$ cat src/rtl/core/lalg_pe.sv
`default_nettype none
module lalg_pe #(
    parameter int SW = 9
) (
    input  wire logic [SW-1:0]        i_diag,
    input  wire logic [SW-1:0]        i_up,
    input  wire logic [SW-1:0]        i_left,
    input  wire logic                 i_sym_eq,
    input  wire logic [3:0]           i_match,
    input  wire logic signed [4:0]    i_mismatch,
    input  wire logic signed [4:0]    i_gap,
    output logic signed [SW+1:0]      o_diag_sum,
    output logic signed [SW+1:0]      o_left_sum,
    output logic [SW-1:0]             o_val
);

    localparam int SSW = SW + 2;

    logic signed [SSW-1:0] gain;
    logic signed [SSW-1:0] gap_ext;
    logic signed [SSW-1:0] up_sum;
    logic signed [SSW-1:0] best;

    // candidate scores from the three neighbors
    always_comb begin
        gain = i_sym_eq ? $signed({{(SSW-4){1'b0}}, i_match})
                        : $signed({{(SSW-5){i_mismatch[4]}}, i_mismatch});
        gap_ext    = $signed({{(SSW-5){i_gap[4]}}, i_gap});
        o_diag_sum = $signed({2'b00, i_diag}) + gain;
        o_left_sum = $signed({2'b00, i_left}) + gap_ext;
        up_sum     = $signed({2'b00, i_up}) + gap_ext;
    end

    // floor at zero and take the greatest
    always_comb begin
        best = '0;
        if (o_diag_sum > best) best = o_diag_sum;
        if (up_sum > best) best = up_sum;
        if (o_left_sum > best) best = o_left_sum;
        o_val = best[SW-1:0];
    end

endmodule
`default_nettype wire

$ cat config.mk
export PLATFORM = sky130hd
export DESIGN_NAME = lalg_pe
export DESIGN_NICKNAME = d
export VERILOG_FILES = /design/src/rtl/core/lalg_pe.sv
export SDC_FILE = /design/constraint.sdc
export NUM_CORES = 1
export LEC_CHECK = 0
export ABC_AREA = 1
export BUFFER_PORTS_ARGS = -buffer_cell sky130_fd_sc_hd__buf_2
export CORE_MARGIN = 1.5
export CORE_UTILIZATION = 50
export DETAILED_ROUTE_END_ITERATION = 7
export PLACE_DENSITY = 0.81
export SLEW_MARGIN = 20
export SYNTH_ARGS = -nofsm -noshare
export SYNTH_HDL_FRONTEND = slang
export SYNTH_SLANG_ARGS = --single-unit
$ cat constraint.sdc
create_clock -name vclk -period 5.9
set_input_delay 0 -clock vclk [all_inputs]
set_output_delay 0 -clock vclk [all_outputs]
set_load 0.02 [all_outputs]
==> flow_results.org <==
** STA
- Setup violations remaining at the end of the flow were counted as 0.
- The number of hold-slack violations in the final timing report was 0.
- RSZ-0062 raised after global routing :: false
- Max Clk Rate :: between 150 and 200 MHz
- In the finished design, the share of the clock period the worst path needs comes to 88.5%.
- Summed over all failing endpoints, the final setup total negative slack is 0 ps.
- After layout, the minimum clock period comes to 5220 ps.
- The final count of pins violating max slew is 0.

** Pwr
- Overall power consumption after layout is estimated at 782 uW.
- Total power divided by cell area :: 294 nW/um^2
- P_leak :: 1.63 nW
- VDD sags by at most about 180 uV.

** Place
- Post-Place Cell Area :: around 2700 um^2
- Port Buffer Count :: 73
- After legalization and detailed placement, the total HPWL measured 5010 um.
- Global placement routability congestion :: 0.863

** Hold path
- Worst hold-check path type :: primary input to output port

** Finish
- Post-layout net count :: roughly 540
- The sequential cells in the finished layout cover a total of 0 um^2.
- The clock buffers instantiated in the layout total 0.
- After routing the design area is about 2700 um^2.
- Area added between synthesis and finish :: 19.8%
- In the layout the commonest cells are sky130_fd_sc_hd__nand2_1, sky130_fd_sc_hd__buf_2, sky130_fd_sc_hd__inv_1.
- The number of antenna diodes in the final layout is 0.
- Share of cells above drive strength 1 :: between 20% and 30%
- The design has 0 sequential cells.
- Final core utilization :: about 60%
- The library cell used most frequently in the layout, excluding fill and tap cells, is sky130_fd_sc_hd__nand2_1.

** Floorplanning
- Core region area :: 4320 um^2
- 73 I/O pins were placed.
- In this run the core area contains 24 standard-cell rows.
- In this run the vertical extent of the chip is between 60 and 70 um.
- Horizontal die dimension :: about 70 um
- Once the floorplan was initialized, standard cells occupied ~51% of the core.
- The die covers a little under 5000 um^2.

** Setup path
- STA puts the critical path data required time at between 5000 and 6000 ps.
- Worst endpoint data arrival time :: 5220 ps
- The worst setup path is captured at an output port.
- The worst setup path is of the primary input to output port kind.
- In this run the worst path has a maximum fanout of 11.
- Counting stages on the worst path, the most repeated cell is sky130_fd_sc_hd__nand2_1.
- Crit-path max cell delay :: a little under 400 ps
- For this design, the slowest cell found on the critical path is sky130_fd_sc_hd__fa_1.
- Kind of launch point of the worst setup path :: primary input

** Synth
- Distinct cell type count of the synthesized netlist :: 32
- Synth Cell Area :: between 2000 and 2500 um^2
- When the netlist entered floorplanning its net count stood at approximately 460.
- Count of yosys warnings during synthesis :: 0
- Counting every instance in the synthesized netlist gives 372.
- Averaged over all synthesized cells, the footprint is between 5 and 6 um^2.
- Seq/Total Area, Yosys :: 0%

** Route
- DR pass1 iterations :: 4
- In the routed design, unresolved DRC markers number 0.
- DR vias/cell :: ~5
- Detailed-route wire length :: 5570 um
- In this run the remaining antenna-violating nets after routing total 0.
- Total number of vias :: between 2000 and 3000
- In the final routed layout, each cell accounts on average for 11.2 um.
- Detailed router's first-iteration violation count :: 47

** Outcome
- Result of the run :: complete, no violations

** GRT
- Gr ovfl total :: 0
- Entering global routing, the biggest net connects 14 pins.
- Global routing used a little under a quarter of the available tracks across all layers.
- The number of antenna violations at the first check in global routing was 0.
- The number of global-route vias before repair was around 2500.
- Global-route wire length before repair :: about 9900 um

** Clocking
- Once the clock tree was built, the setup fixing pass inserted 0 buffers.
- CTS hold repair buffers :: 0

** Run
- The tool flagged a number of max-cap violations equal to 0.
[layer usage]
layer  vias to the layer above  part of all wire (%)  track usage [%]  routed length, um
li1                       1370                     -                -                  -
met2                        60                    53             46.8               2950
met1                      1110                    42             27.0               2360
met4                         0                  0.18             2.14                 10
met3                         2                   4.4             1.89                247
met5                         -                     0                0                  0
[critical path, delay by kind of cell]
kind / cells / cell delay [ps]
compound gates: 3 / 420
xor+xnor: 1 / 150
fa+ha+maj: 4 / 1210
buf+inv: 6 / 970
simple gates: 19 / 2440
[Yosys cell counts (all sizes together)]
master	count	area, um^2
o21ai	10	50.0
and2	1	6.26
xnor2	6	52.6
o211ai	1	7.51
nor4	1	6.26
a41oi	1	8.76
nand2	128	531
nand3	39	240
buf	1	5.00
fa	3	60.1
or2	5	31.3
nand4	6	37.5
nand3b	1	7.51
clkinv	2	7.51
ha	46	576
o21bai	1	7.51
a21boi	1	7.51
xor2	15	131
o2111ai	1	8.76
a21oi	27	135
o21a	1	7.51
a211oi	1	7.51
conb	1	3.75
nor2	19	81.3
inv	53	199
nor3	1	5.00
[power breakdown]
part / total [mW] / leakage, nW / internal (mW) / switching (mW)
clock: 0 / 0 / 0 / 0
sequential: 0 / 0 / 0 / 0
combinational: 0.782 / 1.63 / 0.275 / 0.508
[cell families (layout without fill, tap and decap cells)]
kind of cell	after synthesis	in the layout	synth area share (%)
XOR/XNOR	21	21	8.28
AND/OR/NAND/NOR	201	201	42.6
other	1	1	0.169
buffers and inverters	56	129	9.52
adder cells (fa/ha/maj)	49	49	28.6
AO/OA/AOI/OAI	44	44	10.8
[area by class of cell]
cell class	count	area [um^2]
Fill cell	451	1660
Inverter	55	210
Multi-Input combinational cell	316	2010
Tap cell	52	65.1
Timing Repair Buffer	74	373
[stage by stage]
stage / cells / worst slack, ps / hold WS (ps)
after floorplan: 372 / 1130 / 185
after global placement: 497 / 711 / 407
after detailed placement: 497 / 528 / 414
after CTS: 497 / 522 / 415
after global routing: 497 / 95.7 / 446
final: 497 / 680 / 408
[timing repair]
action	CTS	global route
gates resized for setup	0	2
hold endpoints to repair	0	0
setup endpoints to repair	0	9
[path summary, 6_finish.rpt]
check	cells after the start	end	slack, ps	start
min	3	o_left_sum[0]	410	i_left[0]
max	33	o_val[8]	680	i_sym_eq
Power figures use the tool's default switching activity.
