[config.mk]
export PLATFORM = sky130hd
export DESIGN_NAME = lalg_ram
export DESIGN_NICKNAME = d
export VERILOG_FILES = /design/src/rtl/core/lalg_ram.sv
export SDC_FILE = /design/constraint.sdc
export NUM_CORES = 1
export LEC_CHECK = 0
export BUFFER_PORTS_ARGS = -buffer_cell sky130_fd_sc_hd__buf_2
export CAP_MARGIN = 20
export CORE_UTILIZATION = 60
export CTS_CLUSTER_DIAMETER = 80
export CTS_CLUSTER_SIZE = 14
export DETAILED_ROUTE_END_ITERATION = 8
export GPL_ROUTABILITY_DRIVEN = 0
export PLACE_DENSITY = 0.76
export SLEW_MARGIN = 20
export SYNTH_ARGS = -nofsm -noshare
export SYNTH_HDL_FRONTEND = slang
export SYNTH_SLANG_ARGS = --single-unit
[constraint.sdc]
create_clock -name i_clk -period 3.1 [get_ports i_clk]
set_input_delay 0.465 -clock i_clk [delete_from_list [all_inputs] [get_ports i_clk]]
set_output_delay 0.465 -clock i_clk [all_outputs]
set_load 0.01 [all_outputs]
[src/rtl/core/lalg_ram.sv]
`default_nettype none
module lalg_ram #(
    parameter int WIDTH = 8,
    parameter int DEPTH = 32,
    parameter int AW    = 5
) (
    input  wire logic             i_clk,
    input  wire logic             i_we,
    input  wire logic [AW-1:0]    i_waddr,
    input  wire logic [WIDTH-1:0] i_wdata,
    input  wire logic [AW-1:0]    i_raddr,
    output logic      [WIDTH-1:0] o_rdata
);

    logic [WIDTH-1:0] r_mem [DEPTH];

    // one write port, one registered read port
    always_ff @(posedge i_clk) begin
        if (i_we) begin
            r_mem[i_waddr] <= i_wdata;
        end
        o_rdata <= r_mem[i_raddr];
    end

endmodule
`default_nettype wire

==> metrics.txt <==
# TYPE chip_impl_metric gauge
chip_impl_info{name="outcome",value="finished clean"} 1
chip_impl_metric{name="syn-cell-area",unit="mm^2"} 0.0101
chip_impl_metric{name="detailroute.via_count",unit=""} 4511
chip_impl_metric{name="die_area",unit="mm^2"} 0.0173
chip_impl_metric{name="synth.yosys.seq_area_share",unit=""} 0.781
chip_impl_metric{name="clk_path_buf_depth",unit=""} 3
chip_impl_metric{name="finClkSkew",unit="ns"} 0.00938
chip_impl_metric{name="floorplan.die.width",unit="um"} 131
chip_impl_metric{name="final_hold_viols",unit=""} 0
chip_impl_metric{name="ioPinCount",unit=""} 28
chip_impl_metric{name="grt_pass1_wl",unit="mm"} 29.6
chip_impl_metric{name="drive_above_1_share",unit=""} 0.326
chip_impl_metric{name="setup_viol",unit=""} 0
chip_impl_metric{name="grt_util_all_layers",unit=""} 0.242
chip_impl_info{name="setup.worst_path.class",value="in2reg"} 1
chip_impl_metric{name="route.met2.wl",unit="mm"} 9.48
chip_impl_info{name="grt_setup_unrepaired",value="false"} 1
chip_impl_metric{name="post-dp-hpwl",unit="mm"} 12.1
chip_impl_metric{name="syn_to_final_growth",unit="%"} 10.8
chip_impl_metric{name="cp_max_fo",unit=""} 18
chip_impl_info{name="hp-start",value="i_raddr[3]"} 1
chip_impl_metric{name="leakage_power_of_the_design",unit="nW"} 3.46
chip_impl_info{name="dr.max_layer_used",value="met4"} 1
chip_impl_metric{name="count_of_different_cell_masters_after_synthesis",unit=""} 15
chip_impl_metric{name="syn_inst",unit=""} 417
chip_impl_metric{name="pwr_density",unit="mW/mm^2"} 619
chip_impl_metric{name="power.switching",unit="mW"} 1.36
chip_impl_metric{name="hold_buffers",unit=""} 0
chip_impl_metric{name="placement.io_buffers",unit=""} 27
chip_impl_metric{name="fp.coreArea",unit="mm^2"} 0.0161
chip_impl_metric{name="drt_pass1_iterations",unit=""} 5
chip_impl_info{name="crit_path_start",value="i_raddr[0]"} 1
chip_impl_metric{name="drc_errors",unit=""} 0
chip_impl_info{name="tritoncts_clock_tree",value="built"} 1
chip_impl_metric{name="initialDrtViolationCount",unit=""} 503
chip_impl_metric{name="worst_reg_to_reg_setup_slack",unit="ns"} 1.23
chip_impl_metric{name="timing.final.max_slew_violations",unit=""} 0
chip_impl_metric{name="final_min_period_over_clock_period",unit=""} 0.643
chip_impl_metric{name="drt-vias-per-instance",unit=""} 6.52
chip_impl_metric{name="power.clock.fraction",unit=""} 0.368
chip_impl_metric{name="place_worst_setup_slack",unit="ns"} 0.614
chip_impl_info{name="ff_to_ff_start",value="r_mem[5][5]$_DFFE_PP_"} 1
chip_impl_metric{name="fin_area",unit="mm^2"} 0.0111
chip_impl_metric{name="achievable-frequency",unit="GHz"} 0.501
chip_impl_metric{name="clock_slew_at_reported_path_ffs",unit="ns"} 0.06
chip_impl_info{name="cts.root.buffer_cell",value="clkbuf_16"} 1
chip_impl_metric{name="placed_instances",unit=""} 653
chip_impl_metric{name="setup_total_negative_slack",unit="ns"} 0
chip_impl_metric{name="routed_wl",unit="mm"} 19.7
chip_impl_metric{name="place_area",unit="mm^2"} 0.0105
chip_impl_metric{name="worst-endpoint-required",unit="ns"} 3.49
chip_impl_metric{name="warnings_from_yosys",unit=""} 0
chip_impl_metric{name="postCtsResizedCells",unit=""} 0
chip_impl_metric{name="relSlewSlack",unit=""} 0.378
chip_impl_metric{name="ant_nets",unit=""} 0
chip_impl_metric{name="htree_num_levels",unit=""} 1
chip_impl_metric{name="met3WireLength",unit="mm"} 1.66
chip_impl_metric{name="seq_power_share",unit=""} 0.578
chip_impl_metric{name="power.ir.vdd_worst",unit="uV"} 498
chip_impl_metric{name="floorplan.rows",unit=""} 46
chip_impl_metric{name="crit_arrival",unit="ns"} 2.39
chip_impl_metric{name="syn_area_per_cell",unit="um^2"} 24.1
chip_impl_info{name="worstSetupEndpointType",value="register"} 1
chip_impl_metric{name="yosys_reg_bits",unit=""} 264
chip_impl_metric{name="max_cap_violations",unit=""} 0
chip_impl_info{name="worst_path_max_delay_cell",value="mux4_2"} 1
chip_impl_metric{name="grt_start_max_net_pins",unit=""} 47
chip_impl_metric{name="crit_path_max_incr_delay",unit="ns"} 0.63
chip_impl_metric{name="cellInternalPower",unit="mW"} 5.53
chip_impl_metric{name="worst_slew_pin_slew",unit="ns"} 0.930
chip_impl_metric{name="number_of_antenna_violations_at_the_first_check_in_global_routing",unit=""} 0
chip_impl_metric{name="effective_utilization_at_floorplan",unit=""} 0.624
chip_impl_metric{name="finalNonFillerCells",unit=""} 692
chip_impl_metric{name="fin_ws",unit="ns"} 1.11
chip_impl_info{name="start_kind",value="input pin"} 1
chip_impl_metric{name="route.detailed.wl_per_inst",unit="um"} 28.4
chip_impl_metric{name="post_cts.repair.setup_buffers",unit=""} 0
chip_impl_metric{name="final_nets",unit=""} 481
chip_impl_info{name="path_cells",value="buf_4 > buf_4 > mux4_2 > mux4_2 > mux2_2"} 1
chip_impl_metric{name="number_of_cts_inserted_buffers",unit=""} 22
chip_impl_metric{name="drt-met1-wl",unit="mm"} 8.07
chip_impl_metric{name="tritoncts_num_sinks",unit=""} 264
chip_impl_metric{name="swShare",unit=""} 0.198
chip_impl_metric{name="num_antenna_cells",unit=""} 0
chip_impl_metric{name="power.combinational.fraction",unit=""} 0.054
chip_impl_metric{name="syn-num-nets",unit=""} 437
chip_impl_info{name="layout.cells.most_common_list",value="256 x edfxtp_1, 80 x mux4_2, 33 x nor2_1, 26 x buf_2, 23 x clkbuf_16"} 1
chip_impl_info{name="hold_path_class",value="in2reg"} 1
chip_impl_metric{name="die_h",unit="um"} 131
chip_impl_metric{name="grt_overflow_total",unit=""} 0
chip_impl_info{name="most_common_cell_after_layout_fill_and_taps_aside",value="edfxtp_1"} 1
chip_impl_metric{name="vias_in_the_first_global_route",unit=""} 4580
chip_impl_metric{name="insertion_delay_of_the_later_clocked_pin_in_the_worst_skew_pair",unit="ns"} 0.51
chip_impl_metric{name="timing.final.crit_period",unit="ns"} 1.99
## stage by stage
stage	util	total power [mW]	hold WS, ns
CTS	0.691	6.94	0.405
detailed placement	0.651	4.44	0.878
finish	0.691	6.90	0.406
floorplan	-	4.27	0.564
global placement	0.651	4.42	0.880
global route	0.691	7.09	0.408
## flip-flops by register name (all words and copies together) (netlist names)
| name | flops |
|---|---|
| o_rdata | 8 |
| r_mem | 256 |
## path summary, 6_finish.rpt
check                       endpoint  cells past startpoint
setup / recovery  o_rdata[5]$_DFF_P_                      5
hold / removal    o_rdata[3]$_DFF_P_                      2
setup reg to reg  o_rdata[5]$_DFF_P_                      3
hold reg to reg   o_rdata[7]$_DFF_P_                      3
## routing by layer
layer,global-route usage,up-vias
li1,-,1857
met1,0.365,2386
met2,0.371,234
met3,0.0428,34
met4,0.0736,0
met5,0,-
## critical path, delay by kind of cell
kind / cells / cell delay, ns
buffers and inverters: 2 / 0.44
muxes: 3 / 1.47
## power groups by stage
| stage | combinational, mW | sequential (mW) | clock, mW |
|---|---|---|---|
| floorplan | 0.211 | 4.06 | 0 |
| global placement | 0.364 | 4.06 | 0 |
| detailed placement | 0.375 | 4.06 | 0 |
| CTS | 0.378 | 3.99 | 2.57 |
| global route | 0.396 | 3.99 | 2.70 |
| finish | 0.372 | 3.98 | 2.54 |
## synth_stat cells, drive strengths merged
master  count  area share
or3b        3      0.0026
clkbuf      6      0.0022
mux4       80        0.18
buf        14      0.0083
dfxtp       8       0.016
nand2       1     0.00037
nand3b      5      0.0037
nand3       2      0.0010
mux2        8      0.0090
edfxtp    256        0.76
or3         1     0.00062
nor2       33       0.012
## kinds of logic (layout without fill, tap and decap cells)
group / Yosys count / in the layout / synth area share
buf+inv: 20 / 79 / 0.0106
flops: 264 / 264 / 0.781
mux: 88 / 88 / 0.188
simple gates: 45 / 45 / 0.0207
## final cells by class
cell class | instances | area [um^2]
Clock buffer | 39 | 646
Fill cell | 957 | 4980
Multi-Input combinational cell | 133 | 2100
Sequential cell | 264 | 7850
Tap cell | 216 | 270
Timing Repair Buffer | 40 | 273
(Power assumes the default switching activity.)
